**src/rtl/rbd_pkg.sv**
```systemverilog
`timescale 1ns / 1ps
// Shared types, codes and field widths of the ring buffer deque.
package rbd_pkg;

    localparam int DEPTH_DEF      = 1024;
    localparam int DATA_WIDTH_DEF = 32;

    localparam int OPCODE_W  = 3;
    localparam int VALUE_W   = 32;
    localparam int INDEX_W   = 11;
    localparam int COUNT_W   = 11;
    localparam int STATUS_W  = 2;
    localparam int S_TDATA_W = 56;
    localparam int M_TDATA_W = 112;

    typedef enum logic [OPCODE_W-1:0] {
        OP_QUERY      = 3'd0,
        OP_PUSH_BACK  = 3'd1,
        OP_PUSH_FRONT = 3'd2,
        OP_POP_BACK   = 3'd3,
        OP_POP_FRONT  = 3'd4,
        OP_READ       = 3'd5,
        OP_RESIZE     = 3'd6,
        OP_CLEAR      = 3'd7
    } op_t;

    typedef enum logic [STATUS_W-1:0] {
        STS_OK    = 2'd0,
        STS_EMPTY = 2'd1,
        STS_FULL  = 2'd2
    } status_t;

    typedef enum logic [2:0] {
        ST_IDLE,
        ST_EXEC,
        ST_FILL,
        ST_SUMM,
        ST_LOAD
    } state_t;

    // Commands from the controller to the datapath
    typedef struct packed {
        logic capture;
        logic exec;
        logic fill_step;
        logic summ;
        logic load;
    } cmd_t;

    // Status from the datapath to the controller
    typedef struct packed {
        logic grow;
        logic fill_last;
    } sts_t;

endpackage

```
**src/rtl/rbd_ctrl.sv**
```systemverilog
`timescale 1ns / 1ps
// Sequencing state machine of the ring buffer deque.
module rbd_ctrl (
    input  logic          clk,
    input  logic          rst_n,
    input  logic          s_tvalid,
    output logic          s_tready,
    output logic          m_tvalid,
    input  logic          m_tready,
    input  rbd_pkg::sts_t sts,
    output rbd_pkg::cmd_t cmd
);
    import rbd_pkg::*;

    state_t state_reg;
    state_t state_next;
    logic   out_valid_reg;
    logic   out_valid_next;
    logic   out_free;

    assign out_free = !out_valid_reg || m_tready;

    always_comb
    begin
        state_next = state_reg;
        unique case (state_reg)
            ST_IDLE:
            begin
                if (s_tvalid)
                begin
                    state_next = ST_EXEC;
                end
            end
            ST_EXEC:
            begin
                state_next = sts.grow ? ST_FILL : ST_SUMM;
            end
            ST_FILL:
            begin
                if (sts.fill_last)
                begin
                    state_next = ST_SUMM;
                end
            end
            ST_SUMM:
            begin
                state_next = ST_LOAD;
            end
            ST_LOAD:
            begin
                if (out_free)
                begin
                    state_next = ST_IDLE;
                end
            end
            default:
            begin
                state_next = ST_IDLE;
            end
        endcase
    end

    always_comb
    begin
        cmd           = '0;
        s_tready      = 1'b0;
        cmd.capture   = (state_reg == ST_IDLE) && s_tvalid;
        cmd.exec      = (state_reg == ST_EXEC);
        cmd.fill_step = (state_reg == ST_FILL);
        cmd.summ      = (state_reg == ST_SUMM);
        cmd.load      = (state_reg == ST_LOAD) && out_free;
        s_tready      = (state_reg == ST_IDLE);
    end

    // Hold the result until taken; a fresh load may replace one taken in the same cycle
    always_comb
    begin
        priority if (cmd.load)
        begin
            out_valid_next = 1'b1;
        end
        else if (m_tready)
        begin
            out_valid_next = 1'b0;
        end
        else
        begin
            out_valid_next = out_valid_reg;
        end
    end

    assign m_tvalid = out_valid_reg;

    always_ff @(posedge clk or negedge rst_n)
    begin
        if (!rst_n)
        begin
            state_reg     <= ST_IDLE;
            out_valid_reg <= 1'b0;
        end
        else
        begin
            state_reg     <= state_next;
            out_valid_reg <= out_valid_next;
        end
    end

endmodule

```
**config.mk**
```make
export PLATFORM = sky130hd
export DESIGN_NAME = rbd_ctrl
export DESIGN_NICKNAME = d
export VERILOG_FILES = /design/src/rtl/rbd_pkg.sv /design/src/rtl/rbd_ctrl.sv
export SDC_FILE = /design/constraint.sdc
export NUM_CORES = 1
export LEC_CHECK = 0
export BUFFER_PORTS_ARGS = -buffer_cell sky130_fd_sc_hd__clkbuf_2
export CAP_MARGIN = 20
export CORE_AREA = 2 2 39 41
export CTS_CLUSTER_SIZE = 24
export DETAILED_ROUTE_END_ITERATION = 16
export DIE_AREA = 0 0 41 43
export SETUP_SLACK_MARGIN = 0.3
export SLEW_MARGIN = 5
export SYNTH_ARGS = -nofsm -noshare
export SYNTH_HDL_FRONTEND = slang
export SYNTH_SLANG_ARGS = --single-unit
```
**constraint.sdc**
```tcl
create_clock -name clk -period 0.95 [get_ports clk]
set_input_delay 0.19 -clock clk [delete_from_list [all_inputs] [get_ports clk]]
set_output_delay 0.19 -clock clk [all_outputs]
set_load 0.1 [all_outputs]
```
== After elaboration in Yosys (flattened, before gate mapping) ==
Index checks and enable logic that the tools add are counted.

* Equal/unequal tests: 7
* Multiplexer cells: 7
* Reductions and logical operators: 7

{| class="wikitable"
|+ Operator list
! operator !! count
|-
| $pmux W3 S5 || 1
|-
| $mux W3 || 3
|-
| $eq A3 B2 Y1 const B || 2
|-
| $ne A2 B2 Y1 const B || 3
|-
| $eq A3 B1 Y1 const B || 1
|-
| $eq A3 B3 Y1 const B || 1
|-
| $logic_not A3 Y1 || 1
|-
| $mux W1 || 3
|-
| $reduce_and A3 Y1 || 1
|-
| $logic_and A1 B1 Y1 || 2
|-
| $reduce_bool A2 Y1 || 1
|-
| $logic_not A1 Y1 || 1
|-
| $logic_or A1 B1 Y1 || 1
|}

* Register bits: 4
* Bits of input ports: 6
* Output and inout bits: 7
* Logic and storage cells: 23

== Logic depth before layout (Yosys ltp) ==
Gate-level depths: netlist (run 1).

* Depth in word-level cells: 4
* Depth in mapped cells: 4
* Mapped depth without buffers: 3

== Worst setup path after synthesis (run 1) ==
No wires, ideal clock.

* Path kind: reg2out
* From: register state_reg[0]
* To: output port cmd[2] in the netlist's numbering
* Arrival: 2.707 ns
* Data required time: 0.760 ns
* Path slack: -1.947 ns
* Cell stages (with the launch flop): 3
* Path buffers: 1
* Cells stage by stage: dfrtp_1 > buf_4 > nor3b_1

{| class="wikitable"
|+ RTL lines
! element !! line !! RTL
|-
| start, declared || rbd_ctrl.sv:15 || <nowiki>state_t state_reg;</nowiki>
|-
| start signal, assigned || rbd_ctrl.sv:103 || <nowiki>state_reg <= state_next;</nowiki>
|-
| end, declared || rbd_ctrl.sv:11 || <nowiki>output rbd_pkg::cmd_t cmd</nowiki>
|}

==> results of run 1 <==
==> Yosys cell counts (all sizes together) <==
| library cell | count | area, um^2 |
|---|---|---|
| buf | 4 | 33.78 |
| dfrtp | 4 | 100.1 |
| nand2 | 2 | 7.510 |
| nand2b | 2 | 12.51 |
| nor2 | 2 | 7.510 |
| nor3 | 2 | 20.02 |
| nor3b | 2 | 15.01 |
| a211oi | 1 | 12.51 |
| and2 | 1 | 6.260 |
| and2b | 1 | 7.510 |
| and3 | 1 | 7.510 |
| and3b | 1 | 8.760 |
| nor2b | 1 | 6.260 |
| o21bai | 1 | 7.510 |
| xnor2 | 1 | 8.760 |
==> critical path, stage by stage, from the launching register on <==
cell and delay (ns):
dfrtp_2 0.45, nor3_4 0.21, and2_4 0.17, buf_12 0.16
==> cells by family (layout without fill, tap and decap cells) <==
logic type,count (synthesis),count (layout),share of synthesized area (%)
simple gates,15,15,37.80
flops,4,4,38.28
buf+inv,4,25,12.92
compound gates,2,2,7.656
xor+xnor,1,1,3.350
==> stage by stage <==
stage	instance area, um^2	utilization [%]
floorplan	326.6	-
global placement	494.2	35.71
detailed placement	494.2	35.71
CTS	563.0	40.69
global route	565.5	40.87
finish	565.5	40.87
==> final cells by class <==
type | count | share of cell area, %
well taps | 16 | 3.540
flip-flops and latches | 4 | 19.03
repair buffers | 22 | 44.91
clock buffers | 3 | 3.982
multi-input cells | 18 | 28.54
==> per-layer routing <==
layer / vias up / global-route usage [%] / part of all wire (%) / wire length, um
met4: 0 / 6.000 / 0 / 0
li1: 127 / - / - / -
met3: 0 / 4.188 / 10 / 62
met2: 12 / 12.19 / 48 / 291
met1: 114 / 9.446 / 42 / 256
met5: - / 0 / 0 / 0
==> worst min-delay path by stage <==
stage | end | cells after the start | slack (ns) | from
finish | state_reg[0] | 3 | 0.21 | sts[0]
global placement | m_tvalid | 1 | -0.002 | rst_n
detailed placement | m_tvalid | 1 | 0.0004 | rst_n
floorplan | state_reg[0] | 0 | -0.11 | rst_n
CTS | state_reg[0] | 3 | 0.20 | sts[0]
global route | state_reg[0] | 3 | 0.21 | sts[0]
==> repair_timing <==
action,in CTS,in global routing
setup buffers,3,0
setup endpoints to repair,11,11
hold buffers,1,0
gates resized for setup,5,1
hold endpoints to repair,4,0
gates cloned,0,0
==> layout by cell type (no fill, tap or decap), drive strengths merged, types with 2 or more instances in the layout <==
cell	Yosys	final
buf	4	16
clkbuf	0	8
dfrtp	4	4
nor3b	2	2
nand2	2	2
nor3	2	2
nor2	2	2
nand2b	2	2
==> flow_summary.yaml, run 1 <==
run_status:
  status: "complete, but fails checks"
  violations: "negative setup slack"
worst_setup_path:
  r2r-start: "state_reg[0]"
  required_ns: 0.76
  endpoint_kind: "output port"
  critPathKind: "reg -> out"
  crit_end: "cmd[4]"
  cp_max_fo: 6
  r2r_cells: 5
  r2r_end: "state_reg[0]"
  arrival_ns: 1.23
  start_kind: "register"
  ff2ff_setup_slack_ns: -0.28
  worstSetupStartpoint: "state_reg[0]"
clock_tree:
  numCtsBuffers: 3
  clkSinkCount: 4
  cts_buffer_depth: 2
  path_clk_slew_ns: 0.04
  h-tree-depth: 1
  root_buffer: "clkbuf_4"
  clock_latency_ns: 0.23
  cts_tree: "done"
finish:
  antenna_cells: 0
  fillCellCount: 141
  nets: 55
  syn_to_final_growth_pct: 116.3
  multi_input_area_um2: 161.4
  largest_reg_flops: 3
  layout.area.seq_um2: 107.6
  drive_gt1_share_pct: 80.85
  fin_cells: 63
placement:
  portBuffers: 12
  place_hpwl_um: 454.3
  post-place-ws_ns: -0.2512
  placed_cells: 56
  place.gp.congestion: 0.6912
routing:
  via_per_inst: 4.016
  via_count: 253
  wire_per_inst_um: 9.683
  drcViolationCount: 0
  firstDrtPassIters: 2
  drtIter0Drc: 2
  ant_nets: 0
  wirelength_um: 610
floorplanning:
  die_h_um: 43
  pin_count: 13
  die_w_um: 41
  die-area_um2: 1763
  start_util_pct: 18.90
  core_area_um2: 1384
  rows: 14
timing:
  finClkSkew_ns: 0.005030
  setup_violations: 10
  worst_pin_slew_ns: 0.2491
  finalMaxSlewViolations: 0
  period_needed_ns: 1.419
  report.final.hold_viol_count: 0
  fin_tns_setup_ns: -3.274
  fmax_mhz: 704.7
  rsz0062_at_grt: "yes"
  layout_setup_ws_ns: -0.4690
  timing.hold.ws_ns: 0.2052
  relSlewSlack_pct: 83.32
  timing.final.crit_share_pct: 149.4
synth:
  ys_seq_elements: 4
  yosys_warnings: 0
  syn-num-nets: 32
  synth.avg_cell_area_um2: 10.06
  synth_cell_types: 16
  synth-seq-area-share_pct: 38.28
  netlist_area_um2: 261.5
  syn_inst: 26
global_routing:
  grt_pass1_wl_um: 972
  grt_antenna_before_repair: 0
  grt-ovfl-total: 0
  grt_use_total_pct: 8.569
  grt_start_max_net_pins: 8
  grt_pass1_vias: 265
worst_hold_path:
  hp-class: "in -> reg"
job:
  maxCapViolCount: 0
Power of run 1 is left out: the tool's default activity adds up to more than one toggle a clock period on the data nets, which glitch-free logic cannot reach.
==> run 2, diff against run 1 <==
--- a/config.mk
+++ b/config.mk
@@ -11,6 +11,7 @@
 export CTS_CLUSTER_SIZE = 24
 export DETAILED_ROUTE_END_ITERATION = 16
 export DIE_AREA = 0 0 41 43
+export PLACE_DENSITY = 0.49
 export SETUP_SLACK_MARGIN = 0.3
 export SLEW_MARGIN = 5
 export SYNTH_ARGS = -nofsm -noshare
==> flow_summary.yaml, run 2 (synthesized netlist as in run 1, its figures left out) <==
clock_tree:
  cts_tree: "done"
  clkSinkCount: 4
  clock_latency_ns: 0.23
  h-tree-depth: 1
  root_buffer: "clkbuf_4"
  path_clk_slew_ns: 0.03
  numCtsBuffers: 3
  cts_buffer_depth: 2
placement:
  portBuffers: 12
  placed_area_um2: 494.2
  placed_cells: 56
  place.gp.congestion: 0.7128
  place_hpwl_um: 467.6
routing:
  firstDrtPassIters: 1
  ant_nets: 0
  wirelength_um: 620
  drcViolationCount: 0
  via_count: 254
  drtIter0Drc: 0
  wire_per_inst_um: 9.688
  via_per_inst: 3.969
timing:
  setup_violations: 10
  fmax_mhz: 705.6
  period_needed_ns: 1.417
  rsz0062_at_grt: "yes"
  timing.final.crit_share_pct: 149.2
  report.final.hold_viol_count: 0
  worst_pin_slew_ns: 0.2241
  layout_setup_ws_ns: -0.4673
  finalMaxSlewViolations: 0
  relSlewSlack_pct: 84.99
  finClkSkew_ns: 0.004706
floorplanning:
  core_area_um2: 1384
  die_h_um: 43
  rows: 14
  pin_count: 13
  die-area_um2: 1763
  start_util_pct: 18.90
  die_w_um: 41
worst_setup_path:
  required_ns: 0.76
  r2r_end: "state_reg[0]"
  arrival_ns: 1.23
  ff2ff_setup_slack_ns: -0.41
  r2r_cells: 6
  r2r-start: "state_reg[0]"
  critPathKind: "reg -> out"
  cp_max_fo: 6
  start_kind: "register"
  endpoint_kind: "output port"
run_status:
  status: "complete, but fails checks"
  violations: "negative setup slack"
finish:
  fin_util_pct: 41.50
  drive_gt1_share_pct: 81.25
  fin_cells: 64
  antenna_cells: 0
  layout_commonest_cell: "buf_4"
  syn_to_final_growth_pct: 119.6
  final_area_um2: 574.3
  most-common-layout-cells: "8 x buf_4, 7 x buf_12, 5 x clkbuf_2"
  nets: 56
  largest_reg_flops: 3
worst_hold_path:
  hp-class: "in -> reg"
  worstHoldPathCells: 3
  holdPathEnd: "state_reg[0]"
  min-delay-start: "sts[0]"
global_routing:
  grt_use_total_pct: 9.256
  grt_start_max_net_pins: 8
  grt-ovfl-total: 0
  grt_antenna_before_repair: 0
  grt_pass1_wl_um: 1014
  grt_pass1_vias: 270
job:
  maxCapViolCount: 0
## run 2: cell count changes in the layout (fill, tap and decap cells not counted)
cell / previous run / this run
buf_6: 3 / 2
xnor2_2: 0 / 1
xnor2_1: 1 / 0
nor2_1: 1 / 2
buf_4: 6 / 8
nor2_2: 1 / 0
## run 2: layout make-up
type | instances | area [um^2]
fillers | 133 | 809.5
repair buffers | 23 | 257.7
multi-input cells | 18 | 166.4
flip-flops and latches | 4 | 107.6
clock buffers | 3 | 22.52
well taps | 16 | 20.02
## run 2: worst max-delay path, stage by stage (launching register included)
cell	delay [ns]
dfrtp_2	0.44
nor3_4	0.21
and2_4	0.17
buf_12	0.16
## run 2: worst max-delay path by stage
stage,from,to,depth (start not counted)
2_1_floorplan,state_reg[0],cmd[4],3
3_3_place_gp,state_reg[0],cmd[4],3
3_5_place_dp,state_reg[0],cmd[4],3
4_1_cts,state_reg[0],cmd[4],3
5_1_grt,state_reg[0],cmd[4],3
6_report,state_reg[0],cmd[4],3
## run 2: per-layer routing
metal | vias up | part of all wire, % | GRT usage [%]
met1 | 113 | 41 | 9.709
met2 | 10 | 52 | 12.50
li1 | 131 | - | -
met3 | 0 | 6.8 | 3.665
met5 | - | 0 | 0
met4 | 0 | 0 | 10.00
## run 2: stage by stage
stage | hold slack (ns) | setup WS, ns | TNS [ns]
2_1_floorplan | -0.1056 | -1.019 | -3.980
3_5_place_dp | 0.003665 | -0.2605 | -1.550
5_1_grt | 0.2089 | -0.5221 | -3.867
6_report | 0.2108 | -0.4673 | -3.403
3_3_place_gp | 0.001525 | -0.2574 | -1.546
4_1_cts | 0.2025 | -0.4878 | -3.305
## run 2: what timing repair did
action / CTS / global route
buffers inserted: 2 / 2
hold buffers: 1 / 0
endpoints found under the setup margin: 11 / 11
gates resized for setup: 3 / 2
endpoints found under the hold margin: 4 / 0
pin swaps: 0 / 1
Power of run 2 is left out for the same reason.
